`src/hdl/pbdl_pkg.sv`:
```
package pbdl_pkg;

    // Fixed field widths
    localparam int unsigned CMD_W      = 3;
    localparam int unsigned BIDX_W     = 4;
    localparam int unsigned RAW_W      = 9;
    localparam int unsigned LIDX_W     = 3;
    localparam int unsigned LED_W      = 8;
    localparam int unsigned MS_W       = 16;
    localparam int unsigned CFG_IDX_W  = 2;
    localparam int unsigned CFG_DATA_W = 16;

    // Defaults and reset values
    localparam int unsigned BUTTONS_DEF  = 9;
    localparam int unsigned BUTTONS_MAX  = 16;
    localparam logic [MS_W-1:0]  DEBOUNCE_RST = 16'd50;
    localparam logic [MS_W-1:0]  SETTLE_RST   = 16'd0;
    localparam logic [LED_W-1:0] LED_RST      = 8'hE0;
    localparam logic [MS_W-1:0]  MS_MAX       = 16'hFFFF;

    // Configuration register indexes
    localparam logic [CFG_IDX_W-1:0] REG_DEBOUNCE = 2'd0;
    localparam logic [CFG_IDX_W-1:0] REG_SETTLE   = 2'd1;

    typedef enum logic [CMD_W-1:0] {
        CMD_TICK     = 3'd0,
        CMD_LEVEL    = 3'd1,
        CMD_PRESSED  = 3'd2,
        CMD_RELEASED = 3'd3,
        CMD_SET_LED  = 3'd4,
        CMD_GET_LED  = 3'd5,
        CMD_ALIGN    = 3'd6
    } cmd_t;

endpackage

```
`src/hdl/pbdl_if.sv`:
```
interface pbdl_in_if;
    import pbdl_pkg::*;

    logic              valid;
    logic              ready;
    logic [CMD_W-1:0]  command;
    logic [BIDX_W-1:0] button_index;
    logic [RAW_W-1:0]  raw_buttons;
    logic [LIDX_W-1:0] led_index;
    logic              led_level;

    modport source (output valid, command, button_index, raw_buttons, led_index, led_level,
                    input ready);
    modport sink   (input valid, command, button_index, raw_buttons, led_index, led_level,
                    output ready);
endinterface

interface pbdl_out_if;
    import pbdl_pkg::*;

    logic             valid;
    logic             ready;
    logic             answer;
    logic [LED_W-1:0] led_pattern;
    logic             led_write;

    modport source (output valid, answer, led_pattern, led_write, input ready);
    modport sink   (input valid, answer, led_pattern, led_write, output ready);
endinterface

interface pbdl_cfg_if;
    import pbdl_pkg::*;

    logic                  valid;
    logic                  ready;
    logic [CFG_IDX_W-1:0]  index;
    logic [CFG_DATA_W-1:0] data;

    modport source (output valid, index, data, input ready);
    modport sink   (input valid, index, data, output ready);
endinterface

```
`src/hdl/panel_button_debounce_led_latch_core.sv`:
```
// Panel button debounce and LED latch core.
//
// Channels: req carries one command per transfer (tick, button level/pressed/
// released query, set LED, get LED, align). rsp returns exactly one result
// per command: answer bit, current LED byte and a write strobe. cfg writes
// register 0 (debounce_ms) and register 1 (settle_offset_ms); it is always
// ready and must only be used while no command is in flight.
//
// Flow: a command accepted on req is held in the input register, then
// evaluated and moved into the result register once that slot is free,
// and its result shows on rsp from there.
// Throughput: one command per cycle while rsp takes results; all state
// (levels, latches, elapsed count, LED byte) updates in the single
// evaluation step between the two registers.
//
// Stall: when rsp is held off, the result register keeps its item and the
// input register absorbs one more command; req drops ready only when both
// are full.
// Reset: buttons released, no latches, elapsed count cleared, LED byte 0xE0,
// debounce 50 ticks, settle offset 0, both pipeline registers empty.
module panel_button_debounce_led_latch_core #(
    parameter int unsigned BUTTONS = pbdl_pkg::BUTTONS_DEF
) (
    input  logic        clk,
    input  logic        rst_n,
    pbdl_cfg_if.sink    cfg,
    pbdl_in_if.sink     req,
    pbdl_out_if.source  rsp
);
    import pbdl_pkg::*;

    // Configuration registers
    logic [MS_W-1:0] debounce_reg;
    logic [MS_W-1:0] settle_reg;

    // Block state
    logic [BUTTONS-1:0] levels_reg, levels_next;
    logic [BUTTONS-1:0] press_reg, press_next;
    logic [BUTTONS-1:0] release_reg, release_next;
    logic [MS_W-1:0]    elapsed_reg, elapsed_next;
    logic [LED_W-1:0]   led_reg, led_next;

    // Input register
    logic              in_valid_reg;
    logic [CMD_W-1:0]  cmd_reg;
    logic [BIDX_W-1:0] bidx_reg;
    logic [RAW_W-1:0]  raw_reg;
    logic [LIDX_W-1:0] lidx_reg;
    logic              level_reg;

    // Result register
    logic             out_valid_reg;
    logic             answer_reg, answer_next;
    logic             write_reg, write_next;

    logic advance;
    logic in_take;

    // Evaluation helpers
    logic [BUTTONS-1:0] fresh;
    logic [BUTTONS-1:0] bsel;
    logic               due;

    assign cfg.ready = 1'b1;

    // Move the held command into the result register whenever that slot frees
    assign advance   = in_valid_reg && (!out_valid_reg || rsp.ready);
    assign req.ready = !in_valid_reg || advance;
    assign in_take   = req.valid && req.ready;

    always_ff @(posedge clk or negedge rst_n)
    begin
        if (!rst_n)
        begin
            debounce_reg <= DEBOUNCE_RST;
            settle_reg   <= SETTLE_RST;
        end
        else if (cfg.valid)
        begin
            unique case (cfg.index)
                REG_DEBOUNCE: debounce_reg <= cfg.data;
                REG_SETTLE:   settle_reg   <= cfg.data;
                default:      ;
            endcase
        end
    end

    // Active-low pins, positions beyond the raw field read released
    for (genvar gi = 0; gi < BUTTONS; gi++)
    begin : g_pins
        if (gi < RAW_W)
        begin : g_live
            assign fresh[gi] = ~raw_reg[gi];
        end
        else
        begin : g_dead
            assign fresh[gi] = 1'b0;
        end
        // Out-of-range index selects nothing
        assign bsel[gi] = (bidx_reg == BIDX_W'(gi));
    end

    assign due = (elapsed_reg >= debounce_reg);

    always_comb
    begin
        levels_next  = levels_reg;
        press_next   = press_reg;
        release_next = release_reg;
        elapsed_next = elapsed_reg;
        led_next     = led_reg;
        answer_next  = 1'b0;
        write_next   = 1'b0;

        // Conditional sample ahead of every button query
        if ((cmd_reg == CMD_LEVEL || cmd_reg == CMD_PRESSED || cmd_reg == CMD_RELEASED)
            && due)
        begin
            if (fresh != levels_reg)
            begin
                press_next   = press_reg | ((fresh ^ levels_reg) & fresh);
                release_next = release_reg | ((fresh ^ levels_reg) & levels_reg);
                levels_next  = fresh;
                elapsed_next = '0;
            end
            else
            begin
                elapsed_next = settle_reg;
            end
        end

        case (cmd_reg)
            CMD_TICK:
            begin
                if (elapsed_reg != MS_MAX)
                    elapsed_next = elapsed_reg + 1'b1;
            end
            CMD_LEVEL:
            begin
                answer_next = |(levels_next & bsel);
            end
            CMD_PRESSED:
            begin
                answer_next = |(press_next & bsel);
                press_next  = press_next & ~bsel;
            end
            CMD_RELEASED:
            begin
                answer_next  = |(release_next & bsel);
                release_next = release_next & ~bsel;
            end
            CMD_SET_LED:
            begin
                // Inverted drive: level 0 sets the bit
                led_next[lidx_reg] = ~level_reg;
                write_next         = (led_next != led_reg);
            end
            CMD_GET_LED:
            begin
                answer_next = ~led_reg[lidx_reg];
            end
            CMD_ALIGN:
            begin
                levels_next  = fresh;
                elapsed_next = settle_reg;
                write_next   = 1'b1;
            end
            default: ;
        endcase
    end

    always_ff @(posedge clk or negedge rst_n)
    begin
        if (!rst_n)
        begin
            levels_reg    <= '0;
            press_reg     <= '0;
            release_reg   <= '0;
            elapsed_reg   <= SETTLE_RST;
            led_reg       <= LED_RST;
            in_valid_reg  <= 1'b0;
            out_valid_reg <= 1'b0;
        end
        else
        begin
            if (in_take)
                in_valid_reg <= 1'b1;
            else if (advance)
                in_valid_reg <= 1'b0;

            if (advance)
            begin
                levels_reg    <= levels_next;
                press_reg     <= press_next;
                release_reg   <= release_next;
                elapsed_reg   <= elapsed_next;
                led_reg       <= led_next;
                out_valid_reg <= 1'b1;
            end
            else if (rsp.ready)
            begin
                out_valid_reg <= 1'b0;
            end
        end
    end

    // Payload registers
    always_ff @(posedge clk)
    begin
        if (in_take)
        begin
            cmd_reg   <= req.command;
            bidx_reg  <= req.button_index;
            raw_reg   <= req.raw_buttons;
            lidx_reg  <= req.led_index;
            level_reg <= req.led_level;
        end
        if (advance)
        begin
            answer_reg <= answer_next;
            write_reg  <= write_next;
        end
    end

    assign rsp.valid       = out_valid_reg;
    assign rsp.answer      = answer_reg;
    assign rsp.led_pattern = led_reg;
    assign rsp.led_write   = write_reg;

endmodule

```
`src/flat_wrapper.sv`:
```
// flat-port wrapper written by rule: the top's interface ports become plain ports
module panel_button_debounce_led_latch_core_flat import pbdl_pkg::*;
#(
    parameter int unsigned BUTTONS = pbdl_pkg::BUTTONS_DEF
)
  (clk, rst_n, cfg_valid, cfg_index, cfg_data, cfg_ready, req_valid, req_command, req_button_index, req_raw_buttons, req_led_index, req_led_level, req_ready, rsp_valid, rsp_answer, rsp_led_pattern, rsp_led_write, rsp_ready);
  pbdl_cfg_if cfg_i ();
  pbdl_in_if req_i ();
  pbdl_out_if rsp_i ();
  input  logic clk;
  input  logic rst_n;
  input wire logic [$bits(cfg_i.valid)-1:0] cfg_valid;
  input wire logic [$bits(cfg_i.index)-1:0] cfg_index;
  input wire logic [$bits(cfg_i.data)-1:0] cfg_data;
  output wire logic [$bits(cfg_i.ready)-1:0] cfg_ready;
  input wire logic [$bits(req_i.valid)-1:0] req_valid;
  input wire logic [$bits(req_i.command)-1:0] req_command;
  input wire logic [$bits(req_i.button_index)-1:0] req_button_index;
  input wire logic [$bits(req_i.raw_buttons)-1:0] req_raw_buttons;
  input wire logic [$bits(req_i.led_index)-1:0] req_led_index;
  input wire logic [$bits(req_i.led_level)-1:0] req_led_level;
  output wire logic [$bits(req_i.ready)-1:0] req_ready;
  output wire logic [$bits(rsp_i.valid)-1:0] rsp_valid;
  output wire logic [$bits(rsp_i.answer)-1:0] rsp_answer;
  output wire logic [$bits(rsp_i.led_pattern)-1:0] rsp_led_pattern;
  output wire logic [$bits(rsp_i.led_write)-1:0] rsp_led_write;
  input wire logic [$bits(rsp_i.ready)-1:0] rsp_ready;
  assign cfg_i.valid = cfg_valid;
  assign cfg_i.index = cfg_index;
  assign cfg_i.data = cfg_data;
  assign cfg_ready = cfg_i.ready;
  assign req_i.valid = req_valid;
  assign req_i.command = req_command;
  assign req_i.button_index = req_button_index;
  assign req_i.raw_buttons = req_raw_buttons;
  assign req_i.led_index = req_led_index;
  assign req_i.led_level = req_led_level;
  assign req_ready = req_i.ready;
  assign rsp_valid = rsp_i.valid;
  assign rsp_answer = rsp_i.answer;
  assign rsp_led_pattern = rsp_i.led_pattern;
  assign rsp_led_write = rsp_i.led_write;
  assign rsp_i.ready = rsp_ready;
  panel_button_debounce_led_latch_core #(.BUTTONS(BUTTONS)) u_core (.clk(clk), .rst_n(rst_n), .cfg(cfg_i), .req(req_i), .rsp(rsp_i));
endmodule
```
`config.mk`:
```
export PLATFORM = sky130hd
export DESIGN_NAME = panel_button_debounce_led_latch_core_flat
export DESIGN_NICKNAME = d
export VERILOG_FILES = /design/src/hdl/pbdl_pkg.sv /design/src/hdl/pbdl_if.sv /design/src/hdl/panel_button_debounce_led_latch_core.sv /design/src/flat_wrapper.sv
export SDC_FILE = /design/constraint.sdc
export NUM_CORES = 1
export LEC_CHECK = 0
export BUFFER_PORTS_ARGS = -buffer_cell sky130_fd_sc_hd__buf_2
export CORE_MARGIN = 3
export CORE_UTILIZATION = 60
export DETAILED_ROUTE_END_ITERATION = 10
export GPL_TIMING_DRIVEN = 0
export PLACE_DENSITY_LB_ADDON = 0.25
export SLEW_MARGIN = 20
export SYNTH_ARGS = -nofsm -noshare
export SYNTH_HDL_FRONTEND = slang
export SYNTH_SLANG_ARGS = --single-unit
```
`constraint.sdc`:
```
create_clock -name clk -period 3.4 [get_ports clk]
set_input_delay 0.51 -clock clk [delete_from_list [all_inputs] [get_ports clk]]
set_output_delay 0.51 -clock clk [all_outputs]
set_load 0.1 [all_outputs]
```
# == Word level (Yosys, flattened, before mapping) ==
# Cells that the tools add are included.
# word_totals
output_inout_bits,13
elab_cells,105
in_bits,43
ff_bits,107
# classes
reduce_logical,21
bitwise,22
n_mux,24
n_addsub,1
eq_ne,18
order_cmp,3
# op_table
op,count
$mux W9,9
$and A9 B9 Y9,7
$mux W16,3
$pmux W16 S2,1
$reduce_or A9 Y1,3
$or A9 B9 Y9,2
$add A16 B1 Y16 const B,1
$eq A4 B3 Y1 const B,4
$ge A16 B16 Y1,1
$ne A16 B16 Y1 const B,1
$not A1 Y1,11
$eq A3 B3 Y1 const B,3
$ne A9 B9 Y1,1
$not A9 Y9,1
$xor A9 B9 Y9,1
$bwmux W8,1
$eq A4 B2 Y1 const B,2
$ne A8 B8 Y1,1
$eq A3 B2 Y1 const B,2
$mux W1,6
$reduce_and A2 Y1,3
$eq A4 B1 Y1 const B,1
$eq A4 B4 Y1 const B,1
$logic_and A1 B1 Y1,4
other kinds (14),19

# == Depth between registers and ports, before layout ==
# depth
ltp_word,9
ltp_mapped,11
depth_no_buf,10

# == Worst setup path after synthesis ==
# Ideal clock, no wire load.
# synth_path
path_type,reg-to-reg
from,reg u_core.out_valid_reg (netlist: u_core.rsp.valid)
to,"reg u_core.bidx_reg[0], enable pin"
setup_ps,341
slack_ps,407
arrival_ps,2651
required_time_ps,3059
path_buffers,0
stages_incl_launch_ff,3
synth_period_minus_slack_ps,2993
cell_sequence,dfrtp_1 -> nand3b_1 -> and2_1
# synth_between
elab_chain_cells,5
# synth_lines
element,line,source
from (decl),panel_button_debounce_led_latch_core.sv:52,logic out_valid_reg;
from (signal assigned),panel_button_debounce_led_latch_core.sv:182,out_valid_reg <= 1'b0;
from (signal assigned),panel_button_debounce_led_latch_core.sv:198,out_valid_reg <= 1'b1;
from (signal assigned),panel_button_debounce_led_latch_core.sv:202,out_valid_reg <= 1'b0;
$logic_not A1 Y1,panel_button_debounce_led_latch_core.sv:67,assign advance = in_valid_reg && (!out_valid_reg || rsp.ready);
$logic_or A1 B1 Y1,panel_button_debounce_led_latch_core.sv:67,
$logic_and A1 B1 Y1,panel_button_debounce_led_latch_core.sv:67,
$logic_or A1 B1 Y1,panel_button_debounce_led_latch_core.sv:68,assign req.ready = !in_valid_reg || advance;
net req_ready,flat_wrapper.sv:22,output wire logic [$bits(req_i.ready)-1:0] req_ready;
$logic_and A1 B1 Y1,panel_button_debounce_led_latch_core.sv:69,assign in_take = req.valid && req.ready;
net u_core.in_take,panel_button_debounce_led_latch_core.sv:57,logic in_take;
to (signal assigned),panel_button_debounce_led_latch_core.sv:213,bidx_reg <= req.button_index;
to (decl),panel_button_debounce_led_latch_core.sv:46,logic [BIDX_W-1:0] bidx_reg;
# The timed path passes the listed nets, and every way through them passes these cells.
# A chain may end at the register's enable or synchronous reset.

# == Final worst setup path ==
# layout_path
from,reg u_core.elapsed_reg[15]
to,"reg u_core.answer_reg (netlist: u_core.rsp.answer), data pin"
# layout_between
elab_chain_cells,6
word_cells_on_any_way,12
classes_between,order compare: 1; mux: 4; bitwise: 3; reduce/logical: 4
# layout_lines
element,line,source
from (decl),panel_button_debounce_led_latch_core.sv:40,"logic [MS_W-1:0] elapsed_reg, elapsed_next;"
from (signal assigned),panel_button_debounce_led_latch_core.sv:196,elapsed_reg <= elapsed_next;
$ge A16 B16 Y1 (*),panel_button_debounce_led_latch_core.sv:103,assign due = (elapsed_reg >= debounce_reg);
$logic_and A1 B1 Y1 (*),panel_button_debounce_led_latch_core.sv:117,&& due)
$mux W9,panel_button_debounce_led_latch_core.sv:116,if ((cmd_reg == CMD_LEVEL || cmd_reg == CMD_PRESSED || cmd_reg == CMD_RELEASED)
"$and A9 B9 Y9, on equally long branches","panel_button_debounce_led_latch_core.sv:149, panel_button_debounce_led_latch_core.sv:140, panel_button_debounce_led_latch_core.sv:144",
"$reduce_or A9 Y1, on equally long branches","panel_button_debounce_led_latch_core.sv:149, panel_button_debounce_led_latch_core.sv:140, panel_button_debounce_led_latch_core.sv:144",
$pmux W1 S4 (*),panel_button_debounce_led_latch_core.sv:132,case (cmd_reg)
net u_core.answer_next,panel_button_debounce_led_latch_core.sv:53,"logic answer_reg, answer_next;"
to (signal assigned),panel_button_debounce_led_latch_core.sv:220,answer_reg <= answer_next;
to (decl),panel_button_debounce_led_latch_core.sv:53,
# Mark *: on every way through the listed nets, which the timed path passes. The rest lies on a longest branch.

==> impl_metrics.toml <==
[floorplanning]
core_sq_um = 9370
die_width_microns = 105
fp-row-count = 35
start_util_pct = 62.7
die_h_microns = 105
dieArea_sq_um = 11000
io_pins = 56

[clocking]
cts_setup_buffers = 0
clkSlewWorstSetupHoldPaths_ns = 0.12
numClockSinks = 107
cts_max_path_buffers = 2
cts_resized = 0
clock_latency_ns = 0.38
cts_hold_buf = 0
cts-root-buf = "clkbuf_8"
numCtsBuffers = 9
ctsHtreeMaxLevel = 3
cts_tree = "done"

[sta]
rsz0062_at_grt = "false"
period_share_pct = 87.0
finalHoldViolations = 0
max_freq_ghz = 0.338
period_needed_ns = 2.96
holdWs_ns = 0.165
max-slew-margin-rel_pct = 36.6
setup_viol = 0
worstMarginPinSlew_ns = 0.949
slew_violations = 0
post-route-worst-setup-slack_ns = 0.441
skew_ns = 0.0173
tns_ns = 0

[synthesis]
async_flop_share_pct = 79.4
netlist_instances = 581
yosys.area.top_type_share_pct = 33.7
yosysWarningCount = 0
synth_cell_types = 64
synth_ff_type = "dfrtp_1"
ys_seq_elements = 107
synth-edff-count = 22
syn_area_per_cell_sq_um = 10.1
synth_nets = 659
yosys-top-cells-area = "dfrtp_1 34%, edfxtp_1 11%, ha_1 7.5%, o21ai_0 4.9%, a21oi_1 4.8%"
ys_seq_area_share_pct = 47.6
syn_area_sq_um = 5870
yosysTopAreaCell = "dfrtp_1"

[pwr]
p_leak_nw = 2.81
pwr-share-clk_pct = 18.7
p_seq_share_pct = 47.7
total_power_mw = 4.15
power.internal_mw = 2.50
vdd_drop_max_mv = 0.349
power.density_nw_per_um2 = 636
p_switching_mw = 1.66
combPwrFrac_pct = 33.6
swShare_pct = 39.9

[min_path]
hp-class = "in -> async"

[layout]
fin_nets = 725
syn_to_final_growth_pct = 11.2
drive_gt1_share_pct = 18.6
instances_no_fill = 781
utilization_pct = 69.7
design_area_sq_um = 6530
most-common-layout-cells = "79 x dfrtp_1, 60 x nand2_1, 57 x buf_2, 57 x o21ai_0, 56 x a21oi_1"
final_common_cell = "dfrtp_1"
antenna_cells = 0

[detailed_routing]
drc = 0
vias = 4904
first_pass_iters = 5
drt_iter0_markers = 388
totalWireLength_microns = 14000
vias_per_cell = 6.28
final_antenna_net_count = 0
routedWlPerCell_microns = 17.9

[placement]
gp_congestion = 0.933
post-dp-hpwl_microns = 10300
io_buffers = 54
pre_cts_ws_ns = 0.479
dp_cells = 765
place_area_sq_um = 6330

[setup_path]
startpoint_type = "register"
critPathRequiredTime_ns = 3.51
critical_path_class = "reg -> reg"
arrival_ns = 3.07
critPathCaptureType = "register"
cp_max_fo = 9

[grt]
grt_use_total_pct = 26.1
antenna_found_initial = 0
grt_pass1_wl_microns = 23500
grt_max_degree = 55
grt.overflow.total = 0
grt_pass1_vias = 4757

[outcome]
status = "complete, no violations"

[job]
maxCapViolations = 0
==> power by group through the flow <==
stage | logic, mW | registers (mW) | clock network [mW]
3_3_place_gp | 1.30 | 1.98 | 0
4_1_cts | 1.39 | 1.97 | 0.791
3_5_place_dp | 1.38 | 1.99 | 0
5_1_grt | 1.56 | 2.03 | 0.845
6_report | 1.40 | 1.98 | 0.777
2_1_floorplan | 0.929 | 2.02 | 0
==> critical path: stages, from the launching register on <==
cell,delay [ns]
dfrtp_1,0.49
ha_1,0.37
nand4_1,0.20
nor3_1,0.28
a22oi_2,0.14
a21oi_4,0.37
mux2i_1,0.14
a22o_1,0.26
nor4_1,0.27
o21ai_0,0.18
==> logic make-up after synthesis <==
kind of cell,synth area share (%)
other cells,0.0639
fa+ha+maj,7.46
compound gates,19.7
simple gates,13.9
xor+xnor,1.04
flops,47.6
mux,5.77
buf+inv,4.43
==> routing by layer <==
| layer | GRT usage [%] | wire length [microns] | vias up |
|---|---|---|---|
| met5 | 0 | 0 | - |
| met4 | 8.90 | 281 | 0 |
| met3 | 2.84 | 1060 | 27 |
| met2 | 40.5 | 6480 | 250 |
| met1 | 38.4 | 6140 | 2367 |
| li1 | - | - | 2260 |
==> layout make-up <==
type                            instances  area, sq um
Multi-Input combinational cell        408         2830
Inverter                               39          146
Clock buffer                            9          124
Buffer                                 27          114
Clock inverter                          7         67.6
Sequential cell                       107         2800
Timing Repair Buffer                   55          293
Tap cell                              129          161
Fill cell                             766         2840
==> Yosys cell counts, drive strengths merged, types with 2 or more instances <==
master and instances:
nor4b 4, nor3b 4, nor2 21, edfxtp 22, inv 38, clkbuf 19
mux2 21, o211ai 2, and3 5, nand2b 7, buf 8, nand3b 4
and3b 3, o2111ai 2, nor3 8, a222oi 4, o21ai 59, nor4 5
a21o 4, o41ai 2, and2 3, mux2i 8, dfrtp 79, o21a 5
o22ai 2, a21oi 57, a22oi 16, a22o 4, xnor2 6, a221oi 10
nand3 15, and4 3, nand4 7, o31ai 8, nand2 60, ha 35
dfstp 6, a211oi 2
==> path summary, 6_finish.rpt <==
| path | endpoint | startpoint | depth (start not counted) | slack (ns) |
|---|---|---|---|---|
| hold reg to reg | u_core.rsp.valid | u_core.in_valid_reg | 1 | 0.51 |
| min in group clk | u_core.bidx_reg[0] | req_button_index[0] | 1 | 0.30 |
| setup / recovery | u_core.rsp.answer | u_core.elapsed_reg[15] | 9 | 0.44 |
| max in group asynchronous | u_core.debounce_reg[4] | rst_n | 2 | 2.51 |
| hold / removal | u_core.release_reg[0] | rst_n | 1 | 0.17 |
| setup reg to reg | u_core.rsp.answer | u_core.elapsed_reg[15] | 9 | 0.44 |
Power figures use the tool's default switching activity.
